<file path="src/rtl/slir_pkg.sv">
// ----------------------------------------------------------------------------
// slir_pkg: shared types and codes of the sorted list
// operation and status codes, control and neighbor flag bundles
// ----------------------------------------------------------------------------
package slir_pkg;

    localparam int COUNT_OUT_W = 7;
    localparam int M_TDATA_W   = 8;

    typedef enum logic [0:0] {
        OP_INSERT = 1'b0,
        OP_REMOVE = 1'b1
    } op_t;

    typedef enum logic [1:0] {
        STATUS_DONE      = 2'd0,
        STATUS_NOT_FOUND = 2'd1,
        STATUS_FULL      = 2'd2
    } status_t;

    // broadcast to every cell of the row
    typedef struct packed {
        logic insert_en;
        logic remove_en;
        logic found;
    } slir_ctrl_t;

    // handed from a cell to its right neighbor
    typedef struct packed {
        logic after;   // empty or entry > key
        logic ge;      // valid and entry >= key
    } slir_flags_t;

endpackage

</file>
<file path="src/rtl/slir_cell.sv">
// ----------------------------------------------------------------------------
// slir_cell: one entry of the sorted row
// compares its entry with the key and shifts toward either neighbor
// ----------------------------------------------------------------------------
module slir_cell
    import slir_pkg::*;
#(
    parameter int VALUE_WIDTH = 32
) (
    input  logic                   aclk,
    input  logic [VALUE_WIDTH-1:0] key,
    input  slir_ctrl_t             ctrl,
    input  logic                   valid_in,
    input  slir_flags_t            left_flags,
    input  logic [VALUE_WIDTH-1:0] left_value,
    input  logic [VALUE_WIDTH-1:0] right_value,
    output slir_flags_t            flags,
    output logic                   first_eq,
    output logic [VALUE_WIDTH-1:0] value_out
);

    logic [VALUE_WIDTH-1:0] entry_reg;
    logic [VALUE_WIDTH-1:0] entry_next;
    logic                   gt;

    assign gt        = valid_in && ($signed(entry_reg) > $signed(key));
    assign flags.ge  = valid_in && ($signed(entry_reg) >= $signed(key));
    assign flags.after = !valid_in || gt;
    // first equal entry: left neighbor is still below the key
    assign first_eq  = valid_in && (entry_reg == key) && !left_flags.ge;
    assign value_out = entry_reg;

    always_comb begin
        entry_next = entry_reg;
        if (ctrl.insert_en) begin
            if (left_flags.after) begin
                entry_next = left_value;
            end else if (flags.after) begin
                entry_next = key;
            end
        end else if (ctrl.remove_en && ctrl.found && flags.ge) begin
            entry_next = right_value;
        end
    end

    always_ff @(posedge aclk) begin
        entry_reg <= entry_next;
    end

endmodule

</file>
<file path="config.mk">
export PLATFORM = sky130hd
export DESIGN_NAME = slir_cell
export DESIGN_NICKNAME = d
export VERILOG_FILES = /design/src/rtl/slir_pkg.sv /design/src/rtl/slir_cell.sv
export SDC_FILE = /design/constraint.sdc
export NUM_CORES = 1
export LEC_CHECK = 0
export ABC_AREA = 1
export BUFFER_PORTS_ARGS = -buffer_cell sky130_fd_sc_hd__buf_2
export CAP_MARGIN = 10
export CORE_MARGIN = 10
export CORE_UTILIZATION = 47
export CTS_BUF_LIST = sky130_fd_sc_hd__clkbuf_8
export DETAILED_ROUTE_END_ITERATION = 6
export PLACE_DENSITY = 0.91
export SYNTH_ARGS = -nofsm -noshare
export SYNTH_HDL_FRONTEND = slang
export SYNTH_SLANG_ARGS = --single-unit
</file>
<file path="constraint.sdc">
create_clock -name aclk -period 3.79 [get_ports aclk]
set_input_delay 1.137 -clock aclk [delete_from_list [all_inputs] [get_ports aclk]]
set_output_delay 1.137 -clock aclk [all_outputs]
set_load 0.005 [all_outputs]
</file>
==> summary.txt <==
Synth
  – Post-Syn Nets: 467
  – Seq/Total Area, Yosys: 37.3%
  – Synthesized area: 0.00258 sq mm
  – Syn Inst Count: 332
  – Mapped Avg Cell Area: 7.76 sq um
  – Post-synthesis register bit count: 32
  – Post-synthesis cell type count: 25
  – YS warnings: 0

Final layout
  – Reg area: 961 sq um
  – Nets@finish: 607
  – Area of the multi-input gates: 0.00149 sq mm
  – Design area: 0.00357 sq mm
  – Layout area overhead: 38.5%
  – Fillers: 443
  – ANT cells: 0
  – Share of layout cells above drive strength 1: 38.7%
  – Number of flip-flops in the largest register: 32
  – Final core utilization: 68.6%

Placed design
  – Dpl ws: 0.0519 ns
  – DP Area: 0.00334 sq mm
  – Detailed Place HPWL: 6720 microns
  – Placer Congestion: 0.820
  – Buffers added on ports: 137

Floorplan
  – Core Region: 0.00520 sq mm
  – Die width: 94.1 microns
  – Initial Utilization: 49.5%
  – IO Pins: 138
  – Die ar.: 0.00885 sq mm
  – Die H: 94.1 microns
  – Number of cell rows: 26

Drt
  – Via count: 2,788
  – Vias per cell: 5.13
  – DR WL/cell: 16.0 microns
  – Initial DRC Count: 114
  – ANT nets after route: 0
  – Detailed Route WL: 8670 microns
  – DRT Pass-1 Iters: 5
  – DRC Markers: 0

Global route
  – Largest net degree at the start of global routing: 35
  – Total grt overflow: 0
  – Antenna violations before repair: 0
  – Vias in the first global route: 2,854
  – First-pass GRT wire length: 13,400 microns
  – Global Route Usage Sum: 18.8%

Critical path
  – Arr. time, crit path: 2.55 ns
  – RR Endpoint: value_out[9]
  – Worst r2r src: value_out[10]
  – Setup Crit Path Kind: in2out
  – R2r setup slk: 1.21 ns
  – CP endpoint kind: output port
  – R2r worst-path depth: 15
  – Worst EP required: 2.65 ns
  – CP max FO: 3
  – CP startpoint kind: input port
  – Worst Setup SP: key[31]

Job
  – Max-cap viol count: 0

Timing
  – Final worst slack: 0.106 ns
  – Fin crit period: 3.68 ns
  – Slew headroom: 59.4%
  – Final hold vios: 0
  – Max Freq: 271 MHz
  – Final Cycle Share: 97.2%
  – Max-slew violation count: 0
  – Clock Skew: 0.00437 ns
  – Worst Max-Slew Pin Slew: 0.608 ns
  – # setup viols final: 0

Worst hold path
  – Worst hold path type: in2reg
  – Worst Hold End: value_out[16]
  – Hold depth: 3
  – Hold_sp: right_value[16]

Power and ir drop
  – PwrDens: 296 mW/mm^2
  – Worst vdd ir: 0.182 mV
  – Static Leak: 1.85 nW
  – Final Total Pwr: 1.06 mW

Clock network
  – Worst-path clk slew: 0.07 ns
  – CTS tree: done
  – Root Buffer Master: clkbuf_8
  – Max Buffers Root-to-Sink: 2
  – # clock sinks: 32
  – Clk Latency, worst-skew pair: 0.28 ns
  – Num CTS Buffers: 5
  – H-Tree Depth: 2

Status
  – Status: finished, final reports clean
==> layer usage <==
| layer | GRT usage [%] | wire [microns] | vias to the layer above |
|---|---|---|---|
| li1 | - | - | 1391 |
| met1 | 20.0 | 3270 | 1253 |
| met2 | 34.2 | 4490 | 130 |
| met3 | 5.68 | 738 | 14 |
| met4 | 6.58 | 169 | 0 |
| met5 | 0 | 0 | - |
==> per-stage QoR <==
| stage | hold WS [ns] | cells | TNS [ns] |
|---|---|---|---|
| after floorplan | 1.33 | 332 | 0 |
| after global placement | 1.37 | 533 | 0 |
| after detailed placement | 1.43 | 533 | 0 |
| after CTS | 1.13 | 541 | 0 |
| after global routing | 1.14 | 543 | -0.0101 |
| final | 1.14 | 543 | 0 |
==> critical path: stages <==
cell and delay (ns):
buf_2 0.10, inv_1 0.05, ha_1 0.32, a21oi_1 0.16, o21a_2 0.15, nand2_2 0.06, a21oi_4 0.16, nand2_2 0.08
nand2_1 0.08, nand3_2 0.07, nand2_1 0.06, buf_2 0.11
==> Yosys cell counts <==
| cell | count | area (sq um) |
|---|---|---|
| nand2_1 | 64 | 240 |
| inv_1 | 42 | 158 |
| nor2_1 | 37 | 139 |
| o21ai_1 | 35 | 175 |
| edfxtp_1 | 32 | 961 |
| ha_1 | 32 | 400 |
| o21ai_0 | 32 | 160 |
| a21oi_1 | 12 | 60.1 |
| clkbuf_1 | 11 | 41.3 |
| nand3_1 | 6 | 30.0 |
| inv_2 | 5 | 18.8 |
| nand2_2 | 4 | 25.0 |
| nand4_1 | 4 | 25.0 |
| a21o_1 | 2 | 15.0 |
| a21oi_2 | 2 | 17.5 |
| nor2_2 | 2 | 12.5 |
| nor2_4 | 2 | 22.5 |
| a31oi_1 | 1 | 6.26 |
| buf_6 | 1 | 11.3 |
| nand4_4 | 1 | 21.3 |
| nor3_1 | 1 | 5.00 |
| nor3_2 | 1 | 10.0 |
| nor4_1 | 1 | 6.26 |
| o21a_1 | 1 | 7.51 |
| o21a_2 | 1 | 8.76 |
==> cells in the final DEF (no fill, tap or decap), drive strengths merged <==
cell type	count
a21oi	14
nand2	68
clkbuf	5
ha	32
nor4	1
a21o	2
buf	145
a31oi	1
nand4	5
nor2	41
o21a	2
edfxtp	32
o21ai	67
nor3	2
clkinv	1
inv	49
nand3	6
==> worst max-delay path by stage <==
stage	to	slack, ns	depth (start not counted)
2_1_floorplan	flags[0]	0.38	8
3_3_place_gp	flags[0]	0.06	10
3_5_place_dp	flags[0]	0.05	10
4_1_cts	flags[0]	0.04	10
5_1_grt	flags[0]	-0.01	12
6_report	flags[1]	0.11	12
==> what timing repair did <==
action	in CTS	in global routing
gates resized for setup	0	21
hold buffers	0	0
buffers inserted	0	2
setup endpoints to repair	0	2
==> final cells by class <==
type | instances | area share, %
clock inverters | 3 | 0.315
multi-input cells | 241 | 41.9
repair buffers | 145 | 21.6
well taps | 70 | 2.45
inverters | 47 | 4.94
clock buffers | 5 | 1.93
flip-flops and latches | 32 | 26.9
==> power breakdown <==
part / internal (mW) / total [mW] / switching (mW)
Combinational: 0.158 / 0.351 / 0.193
Sequential: 0.435 / 0.456 / 0.0213
Clock: 0.122 / 0.249 / 0.126
Total: 0.716 / 1.06 / 0.341
==> cell families after synthesis <==
group	count (synthesis)	synth area share, %
simple gates	123	20.8
compound gates	86	17.5
buf+inv	59	8.88
fa+ha+maj	32	15.5
flops	32	37.3
Note: power is estimated with default switching activity, not from simulation.
